## src/rtl/core/ssag_pkg.sv

```systemverilog
// Shared types and constants for the strided slice address generator.
// Holds function codes, register indexes, field widths and the controller/datapath bundles.
// No dependencies.
`timescale 1ns / 1ps
`default_nettype none

package ssag_pkg;

  localparam int MAX_RANK = 8;
  localparam int DIM_W    = (MAX_RANK > 1) ? $clog2(MAX_RANK) : 1;
  localparam int RANK_W   = $clog2(MAX_RANK + 1);

  localparam int FUNC_W   = 2;
  localparam int SLOT_W   = 3;
  localparam int EXT_W    = 32;
  localparam int OFF_W    = 48;
  localparam int IDX_W    = 40;
  localparam int CSZ_W    = 32;
  localparam int ARANK_W  = 4;
  localparam int CFG_IDX_W = 2;
  localparam int CFG_W    = 48;

  // multiplier: 32-bit operand times 24-bit slice
  localparam int MUL_A_W  = 32;
  localparam int MUL_B_W  = 24;
  localparam int PROD_W   = MUL_A_W + MUL_B_W;

  localparam int DIV_CNT_W = $clog2(IDX_W);

  localparam logic [FUNC_W-1:0] FUNC_LOAD = 2'd0;
  localparam logic [FUNC_W-1:0] FUNC_SEEK = 2'd1;
  localparam logic [FUNC_W-1:0] FUNC_EMIT = 2'd2;

  localparam logic [CFG_IDX_W-1:0] REG_ACTIVE_RANK = 2'd0;
  localparam logic [CFG_IDX_W-1:0] REG_BASE_OFFSET = 2'd1;
  localparam logic [CFG_IDX_W-1:0] REG_CHUNK_SIZE  = 2'd2;

  localparam logic KIND_ACK   = 1'b0;
  localparam logic KIND_CHUNK = 1'b1;

  typedef logic [DIM_W-1:0] dim_t;

  typedef struct packed {
    logic accept;
    logic div_start;
    logic div_take;
    logic mul_lo;
    logic mul_hi;
    logic mul_fin;
    logic step;
    logic out_load;
  } ctrl_cmd_t;

  typedef struct packed {
    logic div_done;
    logic dim_zero;
    logic step_last;
    logic out_free;
  } ctrl_sts_t;

endpackage

`default_nettype wire

```

## src/rtl/core/ssag_div.sv

```systemverilog
// Bit-serial restoring divider: 40-bit dividend by 33-bit divisor, one quotient bit per cycle.
// Depends on ssag_pkg for widths.
`timescale 1ns / 1ps
`default_nettype none

module ssag_div (
  input  wire logic                         clk,
  input  wire logic                         rst,
  input  wire logic                         start,
  input  wire logic [ssag_pkg::IDX_W-1:0]   dividend,
  input  wire logic [ssag_pkg::EXT_W:0]     divisor,
  output logic                              done,
  output logic [ssag_pkg::IDX_W-1:0]        quotient,
  output logic [ssag_pkg::EXT_W-1:0]        remainder
);

  logic                             busy;
  logic [ssag_pkg::DIV_CNT_W-1:0]   cnt;
  logic [ssag_pkg::IDX_W-1:0]       q;
  logic [ssag_pkg::EXT_W:0]         r;
  logic [ssag_pkg::EXT_W:0]         d;
  logic [ssag_pkg::EXT_W+1:0]       r_sh;
  logic [ssag_pkg::EXT_W+1:0]       r_sub;
  logic                             fits;

  assign r_sh  = {r, q[ssag_pkg::IDX_W-1]};
  assign r_sub = r_sh - {1'b0, d};
  assign fits  = r_sh >= {1'b0, d};

  always_ff @(posedge clk) begin
    if (rst) begin
      busy <= 1'b0;
      done <= 1'b0;
      cnt  <= '0;
    end else if (start) begin
      busy <= 1'b1;
      done <= 1'b0;
      cnt  <= '0;
    end else if (busy) begin
      cnt <= cnt + 1'b1;
      if (cnt == ssag_pkg::DIV_CNT_W'(ssag_pkg::IDX_W - 1)) begin
        busy <= 1'b0;
        done <= 1'b1;
      end
    end else begin
      done <= 1'b0;
    end
  end

  always_ff @(posedge clk) begin
    if (start) begin
      q <= dividend;
      r <= '0;
      d <= divisor;
    end else if (busy) begin
      q <= {q[ssag_pkg::IDX_W-2:0], fits};
      r <= fits ? r_sub[ssag_pkg::EXT_W:0] : r_sh[ssag_pkg::EXT_W:0];
    end
  end

  assign quotient  = q;
  assign remainder = r[ssag_pkg::EXT_W-1:0];

endmodule

`default_nettype wire

```

## src/rtl/core/ssag_datapath.sv

```systemverilog
// Datapath: configuration registers, dimension tables, coordinates, offsets, shared multiplier,
// divider and result register. Depends on ssag_pkg and ssag_div.
`timescale 1ns / 1ps
`default_nettype none

module ssag_datapath (
  input  wire logic                              clk,
  input  wire logic                              rst,
  input  wire ssag_pkg::ctrl_cmd_t               cmd,
  output ssag_pkg::ctrl_sts_t                    sts,
  input  wire logic                              cfg_we,
  input  wire logic [ssag_pkg::CFG_IDX_W-1:0]    cfg_index,
  input  wire logic [ssag_pkg::CFG_W-1:0]        cfg_data,
  input  wire logic [ssag_pkg::FUNC_W-1:0]       func,
  input  wire logic [ssag_pkg::SLOT_W-1:0]       dim_slot,
  input  wire logic [ssag_pkg::EXT_W-1:0]        extent,
  input  wire logic signed [ssag_pkg::OFF_W-1:0] step_bytes,
  input  wire logic signed [ssag_pkg::OFF_W-1:0] rewind_bytes,
  input  wire logic [ssag_pkg::IDX_W-1:0]        chunk_index,
  input  wire logic                              rsp_stall,
  output logic                                   rsp_valid,
  output logic                                   kind,
  output logic [ssag_pkg::OFF_W-1:0]             src_offset,
  output logic [ssag_pkg::OFF_W-1:0]             dest_offset,
  output logic [ssag_pkg::CSZ_W-1:0]             byte_count,
  output logic                                   wrapped
);

  function automatic logic [ssag_pkg::EXT_W:0] eff_extent(input logic [ssag_pkg::EXT_W-1:0] e);
    eff_extent = (e == '0) ? {1'b1, {ssag_pkg::EXT_W{1'b0}}} : {1'b0, e};
  endfunction

  // configuration
  logic [ssag_pkg::ARANK_W-1:0] active_rank;
  logic [ssag_pkg::OFF_W-1:0]   base_offset;
  logic [ssag_pkg::CSZ_W-1:0]   chunk_size;

  // tables and walk state
  logic [ssag_pkg::EXT_W-1:0] extent_tab [ssag_pkg::MAX_RANK];
  logic [ssag_pkg::OFF_W-1:0] stride_tab [ssag_pkg::MAX_RANK];
  logic [ssag_pkg::OFF_W-1:0] rewind_tab [ssag_pkg::MAX_RANK];
  logic [ssag_pkg::EXT_W-1:0] coord      [ssag_pkg::MAX_RANK];
  logic [ssag_pkg::OFF_W-1:0] cur_offset;
  logic [ssag_pkg::IDX_W-1:0] cur_chunk;

  // per-item working registers
  ssag_pkg::dim_t              dim;
  logic [ssag_pkg::IDX_W-1:0]  quot;
  logic [ssag_pkg::OFF_W-1:0]  acc;
  logic [ssag_pkg::PROD_W-1:0] prod;
  logic [ssag_pkg::OFF_W-1:0]  src_hold;
  logic                        wrapped_r;
  logic                        kind_r;
  logic                        emit_r;

  logic [ssag_pkg::RANK_W-1:0]  rank_eff;
  ssag_pkg::dim_t               dim_start;
  logic                         slot_ok;
  logic [ssag_pkg::MUL_A_W-1:0] mul_a;
  logic [ssag_pkg::MUL_B_W-1:0] mul_b;
  logic [ssag_pkg::PROD_W-1:0]  mul_p;
  logic [ssag_pkg::OFF_W-1:0]   acc_next;
  logic [ssag_pkg::EXT_W:0]     ext_d;
  logic [ssag_pkg::EXT_W:0]     coord_inc;
  logic                         fits;
  logic                         dim_zero;
  logic                         div_done;
  logic [ssag_pkg::IDX_W-1:0]   div_quot;
  logic [ssag_pkg::EXT_W-1:0]   div_rem;

  always_comb begin
    if (active_rank == '0) begin
      rank_eff = ssag_pkg::RANK_W'(1);
    end else if (32'(active_rank) > 32'(ssag_pkg::MAX_RANK)) begin
      rank_eff = ssag_pkg::RANK_W'(ssag_pkg::MAX_RANK);
    end else begin
      rank_eff = ssag_pkg::RANK_W'(active_rank);
    end
  end

  assign dim_start = ssag_pkg::dim_t'(rank_eff - 1'b1);
  assign slot_ok   = 32'(dim_slot) < 32'(ssag_pkg::MAX_RANK);
  assign dim_zero  = dim == '0;

  // operand select: emit forms chunk * chunk_size, seek forms coordinate * stride
  always_comb begin
    if (emit_r) begin
      mul_a = chunk_size;
      mul_b = cmd.mul_hi ? ssag_pkg::MUL_B_W'(cur_chunk[ssag_pkg::IDX_W-1:ssag_pkg::MUL_B_W])
                         : cur_chunk[ssag_pkg::MUL_B_W-1:0];
    end else begin
      mul_a = coord[dim];
      mul_b = cmd.mul_hi ? stride_tab[dim][ssag_pkg::OFF_W-1:ssag_pkg::MUL_B_W]
                         : stride_tab[dim][ssag_pkg::MUL_B_W-1:0];
    end
  end

  assign mul_p    = {{ssag_pkg::MUL_B_W{1'b0}}, mul_a} * {{ssag_pkg::MUL_A_W{1'b0}}, mul_b};
  assign acc_next = acc + {prod[ssag_pkg::OFF_W-ssag_pkg::MUL_B_W-1:0],
                           {ssag_pkg::MUL_B_W{1'b0}}};

  assign ext_d     = eff_extent(extent_tab[dim]);
  assign coord_inc = {1'b0, coord[dim]} + 1'b1;
  assign fits      = coord_inc < ext_d;

  ssag_div u_div (
    .clk       (clk),
    .rst       (rst),
    .start     (cmd.div_start),
    .dividend  (quot),
    .divisor   (ext_d),
    .done      (div_done),
    .quotient  (div_quot),
    .remainder (div_rem)
  );

  assign sts.div_done  = div_done;
  assign sts.dim_zero  = dim_zero;
  assign sts.step_last = fits || dim_zero;
  assign sts.out_free  = !rsp_valid || !rsp_stall;

  // state with defined reset
  always_ff @(posedge clk) begin
    if (rst) begin
      active_rank <= ssag_pkg::ARANK_W'(1);
      base_offset <= '0;
      chunk_size  <= ssag_pkg::CSZ_W'(1);
      cur_offset  <= '0;
      cur_chunk   <= '0;
      rsp_valid   <= 1'b0;
      for (int i = 0; i < ssag_pkg::MAX_RANK; i++) begin
        coord[i] <= '0;
      end
    end else begin
      if (cfg_we) begin
        case (cfg_index)
          ssag_pkg::REG_ACTIVE_RANK: active_rank <= cfg_data[ssag_pkg::ARANK_W-1:0];
          ssag_pkg::REG_BASE_OFFSET: base_offset <= cfg_data[ssag_pkg::OFF_W-1:0];
          ssag_pkg::REG_CHUNK_SIZE:  chunk_size  <= cfg_data[ssag_pkg::CSZ_W-1:0];
          default: ;
        endcase
      end
      if (cmd.accept && func == ssag_pkg::FUNC_SEEK) begin
        cur_chunk <= chunk_index;
      end
      if (cmd.div_take) begin
        coord[dim] <= div_rem;
      end
      if (cmd.mul_fin && !emit_r && dim_zero) begin
        cur_offset <= acc_next;
      end
      if (cmd.step) begin
        if (fits) begin
          coord[dim] <= coord_inc[ssag_pkg::EXT_W-1:0];
          cur_offset <= cur_offset + stride_tab[dim];
        end else begin
          coord[dim] <= '0;
          cur_offset <= cur_offset - rewind_tab[dim];
        end
        if (fits || dim_zero) begin
          cur_chunk <= cur_chunk + 1'b1;
        end
      end
      if (cmd.out_load) begin
        rsp_valid <= 1'b1;
      end else if (!rsp_stall) begin
        rsp_valid <= 1'b0;
      end
    end
  end

  // tables and per-item payload
  always_ff @(posedge clk) begin
    if (cmd.accept) begin
      kind_r    <= (func == ssag_pkg::FUNC_EMIT) ? ssag_pkg::KIND_CHUNK : ssag_pkg::KIND_ACK;
      emit_r    <= func == ssag_pkg::FUNC_EMIT;
      wrapped_r <= 1'b0;
      dim       <= dim_start;
      src_hold  <= cur_offset;
      quot      <= chunk_index;
      acc       <= (func == ssag_pkg::FUNC_SEEK) ? base_offset : '0;
      if (func == ssag_pkg::FUNC_LOAD && slot_ok) begin
        extent_tab[ssag_pkg::dim_t'(dim_slot)] <= extent;
        stride_tab[ssag_pkg::dim_t'(dim_slot)] <= step_bytes;
        rewind_tab[ssag_pkg::dim_t'(dim_slot)] <= rewind_bytes;
      end
    end
    if (cmd.div_take) begin
      quot <= div_quot;
    end
    if (cmd.mul_lo || cmd.mul_hi) begin
      prod <= mul_p;
    end
    if (cmd.mul_hi) begin
      acc <= acc + prod[ssag_pkg::OFF_W-1:0];
    end
    if (cmd.mul_fin) begin
      acc <= acc_next;
      if (!emit_r && !dim_zero) begin
        dim <= dim - 1'b1;
      end
    end
    if (cmd.step && !fits) begin
      if (dim_zero) begin
        wrapped_r <= 1'b1;
      end else begin
        dim <= dim - 1'b1;
      end
    end
    if (cmd.out_load) begin
      kind <= kind_r;
      if (kind_r == ssag_pkg::KIND_CHUNK) begin
        src_offset  <= src_hold;
        dest_offset <= acc;
        byte_count  <= chunk_size;
        wrapped     <= wrapped_r;
      end else begin
        src_offset  <= '0;
        dest_offset <= '0;
        byte_count  <= '0;
        wrapped     <= 1'b0;
      end
    end
  end

endmodule

`default_nettype wire

```

## src/rtl/core/ssag_ctrl.sv

```systemverilog
// Controller state machine: sequences load, seek and emit items through the datapath.
// Depends on ssag_pkg for the command and status bundles.
`timescale 1ns / 1ps
`default_nettype none

module ssag_ctrl (
  input  wire logic                        clk,
  input  wire logic                        rst,
  input  wire logic                        cmd_valid,
  input  wire logic [ssag_pkg::FUNC_W-1:0] func,
  output logic                             cmd_stall,
  output ssag_pkg::ctrl_cmd_t              cmd,
  input  wire ssag_pkg::ctrl_sts_t         sts
);

  localparam logic [2:0] S_IDLE  = 3'd0;
  localparam logic [2:0] S_DIVGO = 3'd1;
  localparam logic [2:0] S_DIV   = 3'd2;
  localparam logic [2:0] S_MUL1  = 3'd3;
  localparam logic [2:0] S_MUL2  = 3'd4;
  localparam logic [2:0] S_MUL3  = 3'd5;
  localparam logic [2:0] S_STEP  = 3'd6;
  localparam logic [2:0] S_DONE  = 3'd7;

  logic [2:0] state;
  logic [2:0] state_next;
  logic       op_emit;
  logic       op_emit_next;

  assign cmd_stall = state != S_IDLE;

  always_comb begin
    cmd          = '0;
    state_next   = state;
    op_emit_next = op_emit;
    case (state)
      S_IDLE: begin
        if (cmd_valid) begin
          cmd.accept   = 1'b1;
          op_emit_next = func == ssag_pkg::FUNC_EMIT;
          case (func)
            ssag_pkg::FUNC_SEEK: state_next = S_DIVGO;
            ssag_pkg::FUNC_EMIT: state_next = S_MUL1;
            default:             state_next = S_DONE;
          endcase
        end
      end
      S_DIVGO: begin
        cmd.div_start = 1'b1;
        state_next    = S_DIV;
      end
      S_DIV: begin
        if (sts.div_done) begin
          cmd.div_take = 1'b1;
          state_next   = S_MUL1;
        end
      end
      S_MUL1: begin
        cmd.mul_lo = 1'b1;
        state_next = S_MUL2;
      end
      S_MUL2: begin
        cmd.mul_hi = 1'b1;
        state_next = S_MUL3;
      end
      S_MUL3: begin
        cmd.mul_fin = 1'b1;
        if (op_emit) begin
          state_next = S_STEP;
        end else if (sts.dim_zero) begin
          state_next = S_DONE;
        end else begin
          state_next = S_DIVGO;
        end
      end
      S_STEP: begin
        cmd.step = 1'b1;
        if (sts.step_last) begin
          state_next = S_DONE;
        end
      end
      S_DONE: begin
        if (sts.out_free) begin
          cmd.out_load = 1'b1;
          state_next   = S_IDLE;
        end
      end
      default: state_next = S_IDLE;
    endcase
  end

  always_ff @(posedge clk) begin
    if (rst) begin
      state   <= S_IDLE;
      op_emit <= 1'b0;
    end else begin
      state   <= state_next;
      op_emit <= op_emit_next;
    end
  end

endmodule

`default_nettype wire

```

## src/rtl/core/strided_slice_address_generator_top.sv

```systemverilog
// Top level of the strided slice address generator: controller plus datapath.
// Depends on ssag_pkg, ssag_ctrl, ssag_datapath (and ssag_div below it).
//
//   Channel | Signals                                            | Transfer when
//   --------+----------------------------------------------------+----------------------------
//   cmd     | cmd_valid, cmd_stall, func, dim_slot, extent,      | cmd_valid && !cmd_stall
//           | step_bytes, rewind_bytes, chunk_index              |
//   rsp     | rsp_valid, rsp_stall, kind, src_offset,            | rsp_valid && !rsp_stall
//           | dest_offset, byte_count, wrapped                   |
//   cfg     | cfg_we, cfg_index, cfg_data                        | cfg_we
//
// One item at a time. Load and unused codes: accept, then result load.
// Emit: accept, multiply states MUL1 to MUL3, 1 to rank carry steps, result load.
// Seek: for each active dimension a divider start, the bit-serial divide and the multiply
// states MUL1 to MUL3, plus accept and result load.
// Reset is synchronous; no clearing pass. A new item is taken while the previous
// result is still held under rsp_stall; it then waits in its last state for the slot.
`timescale 1ns / 1ps
`default_nettype none

module strided_slice_address_generator_top (
  input  wire logic                              clk,
  input  wire logic                              rst,
  input  wire logic                              cfg_we,
  input  wire logic [ssag_pkg::CFG_IDX_W-1:0]    cfg_index,
  input  wire logic [ssag_pkg::CFG_W-1:0]        cfg_data,
  input  wire logic                              cmd_valid,
  output logic                                   cmd_stall,
  input  wire logic [ssag_pkg::FUNC_W-1:0]       func,
  input  wire logic [ssag_pkg::SLOT_W-1:0]       dim_slot,
  input  wire logic [ssag_pkg::EXT_W-1:0]        extent,
  input  wire logic signed [ssag_pkg::OFF_W-1:0] step_bytes,
  input  wire logic signed [ssag_pkg::OFF_W-1:0] rewind_bytes,
  input  wire logic [ssag_pkg::IDX_W-1:0]        chunk_index,
  output logic                                   rsp_valid,
  input  wire logic                              rsp_stall,
  output logic                                   kind,
  output logic [ssag_pkg::OFF_W-1:0]             src_offset,
  output logic [ssag_pkg::OFF_W-1:0]             dest_offset,
  output logic [ssag_pkg::CSZ_W-1:0]             byte_count,
  output logic                                   wrapped
);

  ssag_pkg::ctrl_cmd_t cmd;
  ssag_pkg::ctrl_sts_t sts;

  ssag_ctrl u_ctrl (
    .clk       (clk),
    .rst       (rst),
    .cmd_valid (cmd_valid),
    .func      (func),
    .cmd_stall (cmd_stall),
    .cmd       (cmd),
    .sts       (sts)
  );

  ssag_datapath u_dp (
    .clk           (clk),
    .rst           (rst),
    .cmd           (cmd),
    .sts           (sts),
    .cfg_we        (cfg_we),
    .cfg_index     (cfg_index),
    .cfg_data      (cfg_data),
    .func          (func),
    .dim_slot      (dim_slot),
    .extent        (extent),
    .step_bytes    (step_bytes),
    .rewind_bytes  (rewind_bytes),
    .chunk_index   (chunk_index),
    .rsp_stall     (rsp_stall),
    .rsp_valid     (rsp_valid),
    .kind          (kind),
    .src_offset    (src_offset),
    .dest_offset   (dest_offset),
    .byte_count    (byte_count),
    .wrapped       (wrapped)
  );

endmodule

`default_nettype wire

```

## config.mk

```make
export PLATFORM = sky130hd
export DESIGN_NAME = strided_slice_address_generator_top
export DESIGN_NICKNAME = d
export VERILOG_FILES = /design/src/rtl/core/ssag_pkg.sv /design/src/rtl/core/ssag_div.sv /design/src/rtl/core/ssag_datapath.sv /design/src/rtl/core/ssag_ctrl.sv /design/src/rtl/core/strided_slice_address_generator_top.sv
export SDC_FILE = /design/constraint.sdc
export NUM_CORES = 2
export LEC_CHECK = 0
export ABC_AREA = 1
export BUFFER_PORTS_ARGS = -buffer_cell sky130_fd_sc_hd__clkbuf_2
export CORE_UTILIZATION = 55
export DETAILED_ROUTE_END_ITERATION = 7
export HOLD_SLACK_MARGIN = 0.03
export PLACE_DENSITY_LB_ADDON = 0.15
export SETUP_SLACK_MARGIN = 0.5
export SYNTH_ARGS = -nofsm -noshare
export SYNTH_HDL_FRONTEND = slang
export SYNTH_HIERARCHICAL = 1
export SYNTH_SLANG_ARGS = --single-unit
```

## constraint.sdc

```tcl
create_clock -name clk -period 15.6 [get_ports clk]
set_input_delay 3.9 -clock clk [delete_from_list [all_inputs] [get_ports clk]]
set_output_delay 3.9 -clock clk [all_outputs]
set_load 0.02 [all_outputs]
```

==> impl_metrics.ini <==
[outcome]
run_status = finished, violations left
violations = DRC

[synth]
synthArstFlopShare = 0
synth-seq-cells = 1890
synth_flop_cell = edfxtp_1
yosysSeqAreaShare = 0.493
synth_cells = 11600
avgSynthCellArea_um2 = 9.51
synth_edf_count = 1668
yosysUniqueCellTypes = 70
synthDominantCellAreaShare = 0.452
yosysTopAreaCell = edfxtp_1
yosysWarnings = 6
syn_area_um2 = 111000
syn-num-nets = 12800
synth_area_leaders = edfxtp_1, fa_1, nand2_1

[cts]
cts_setup_buffers = 0
cts_hold_buf = 0
numCtsBuffers = 194
cts-root-buf = clkbuf_16
cts_resized = 0
clock_path_buffers = 3
numClockSinks = 1890
clk_latency_ns = 0.90
htreeDepth = 4
cts.clk_slew.worst_paths_ns = 0.06
cts_tree = yes

[floorplanning]
die_w_um = 451
row_count = 164
initial_core_util = 0.554
num_io_pins = 360
die-area_um2 = 203000
core_area_um2 = 200000
die_h_um = 451

[flow_run]
drv_cap = 0

[finish]
layout.nets = 13000
fin_area_um2 = 122000
final_cell_mix = nand2_1, edfxtp_1, inv_1, nor2_1, fa_1
area_growth_pct = 9.93
post-route-util = 0.609
drive_gt1_frac = 0.0821
final_common_cell = nand2_1

[timing]
holdWs_ns = 0.426
timing.slew.headroom = 0.0302
max_freq_ghz = 0.0855
setup_viol = 0
hold_violations = 0
maxSlewViolCount = 0
fin_crit_sh = 0.750
worst_slew_pin_slew_ns = 1.45
totalNegativeSetupSlack_ns = 0
rsz0062_at_grt = no
fin_skew_ns = 0.0965
min_period_ns = 11.70

[worst_setup_path]
rrSetupSlack_ns = 3.90
path_common_cell = nand2_1
slowest_delay_ns = 0.94
path_buf_inv = 8
cp_max_fo = 87
end_kind = flop
worst_ep_arrival_time_ns = 12.29
critPathLaunch = u_dp/dim[0]
r2r_end = u_dp/prod[45]
start_kind = flop
cp.required_ns = 16.18
r2r_start = u_dp/dim[0]
r2r_cells = 34
critPathSlowestCell = o21ai_0
path_class = flop to flop
cp_top_family = adder cells

[detailed_routing]
wire_per_inst_um = 27.5
first_pass_iters = 8
drtAntennaViolNets = 0
drc = 97
vias = 87300
drtIter0Drc = 11500
drt-vias-per-instance = 5.94
wl_um = 404000

[worst_hold_path]
hold_class = flop to flop
hold_end = u_dp/src_hold[0]
min_from = u_dp/cur_offset[0]
min_path_cells = 0

[global_routing]
antenna_found_initial = 52
track_usage = 0.395
grt_pass1_vias = 83400
grt_max_degree = 106
grt_pass1_wl_um = 578000
grt_overflow = 0

[placement]
placed_cell_area_um2 = 115000
io_buffer_count = 359
dp_hpwl_um = 293000
gp_congestion = 1.08
## registers in the layout, summed over array words and instances, names as in the netlist, 32 cells and up
signal	cells
u_dp/byte_count	32
u_dp/rewind_tab	384
u_dp/prod	48
u_dp/u_div/d	33
u_dp/u_div/r	33
u_dp/acc	48
u_dp/u_div/quotient	40
u_dp/stride_tab	384
u_dp/cur_offset	48
u_dp/base_offset	48
u_dp/chunk_size	32
u_dp/src_hold	48
u_dp/coord	256
u_dp/src_offset	48
u_dp/extent_tab	256
u_dp/dest_offset	48
u_dp/quot	40
u_dp/cur_chunk	40
## cells by family (layout without fill, tap and decap cells)
logic type | after synthesis | count (layout) | share of synthesized area
adders and majority gates | 966 | 966 | 0.152
xor gates and xnor gates | 201 | 201 | 0.0159
buffers and inverters | 2097 | 2478 | 0.0752
muxes | 15 | 15 | 0.00136
AOI/OAI and AO/OA | 1447 | 1447 | 0.0802
DFF | 1890 | 1890 | 0.493
other | 0 | 17 | 0
and+or+nand+nor | 5023 | 5023 | 0.182
## layout make-up
| type | count | area [um2] |
|---|---|---|
| diodes | 17 | 42.5 |
| clock buffers | 242 | 5130 |
| clock inverters | 126 | 1510 |
| fillers | 16900 | 78200 |
| inverters | 1594 | 6000 |
| multi-input cells | 7652 | 48100 |
| flip-flops and latches | 1890 | 54500 |
| well taps | 2656 | 3320 |
| repair buffers | 516 | 3090 |
## how the worst max path moves through the flow
stage,cells past startpoint,slack [ns],to
detailed placement,34,4.43,u_dp/prod[45]
finish,34,3.90,u_dp/prod[45]
floorplan,3,2.01,u_dp/byte_count[0]
global route,34,3.56,u_dp/prod[45]
global placement,34,4.50,u_dp/prod[45]
CTS,34,4.37,u_dp/prod[45]
## routing by layer
layer / wire, um / track usage / up-vias
li1: - / - / 38400
met1: 156000 / 0.538 / 42700
met2: 170000 / 0.573 / 5189
met3: 49500 / 0.107 / 974
met4: 27300 / 0.224 / 38
met5: 255 / 0 / -
## synth_stat cells, types with 8 or more instances
library cell / instances
a211oi_1: 37
a21o_1: 19
a21oi_1: 509
a221oi_1: 107
a22o_1: 95
a22oi_1: 75
a22oi_2: 10
a31oi_1: 51
buf_1: 59
buf_2: 89
buf_4: 50
buf_6: 16
clkbuf_1: 287
clkinv_1: 12
dfxtp_1: 222
edfxtp_1: 1668
fa_1: 636
ha_1: 330
inv_1: 1561
inv_2: 19
mux2i_1: 15
nand2_1: 3316
nand2_2: 27
nand3_1: 294
nand3b_1: 27
nand4_1: 105
nor2_1: 1083
nor2_2: 17
nor3_1: 66
nor3b_1: 8
nor4_1: 25
o211ai_1: 48
o21a_1: 13
o21ai_0: 379
o21ai_1: 21
o21bai_1: 18
o22ai_1: 11
or2_2: 19
xnor2_1: 62
xor2_1: 139
## per-stage QoR
step	worst slack, ns	cells
finish	3.90	14700
global route	3.56	14700
CTS	4.37	14700
detailed placement	4.43	14300
global placement	4.50	14300
floorplan	2.01	11600
Power is left out: the tool's default activity adds up to more than one toggle a clock period on the data nets, which glitch-free logic cannot reach.
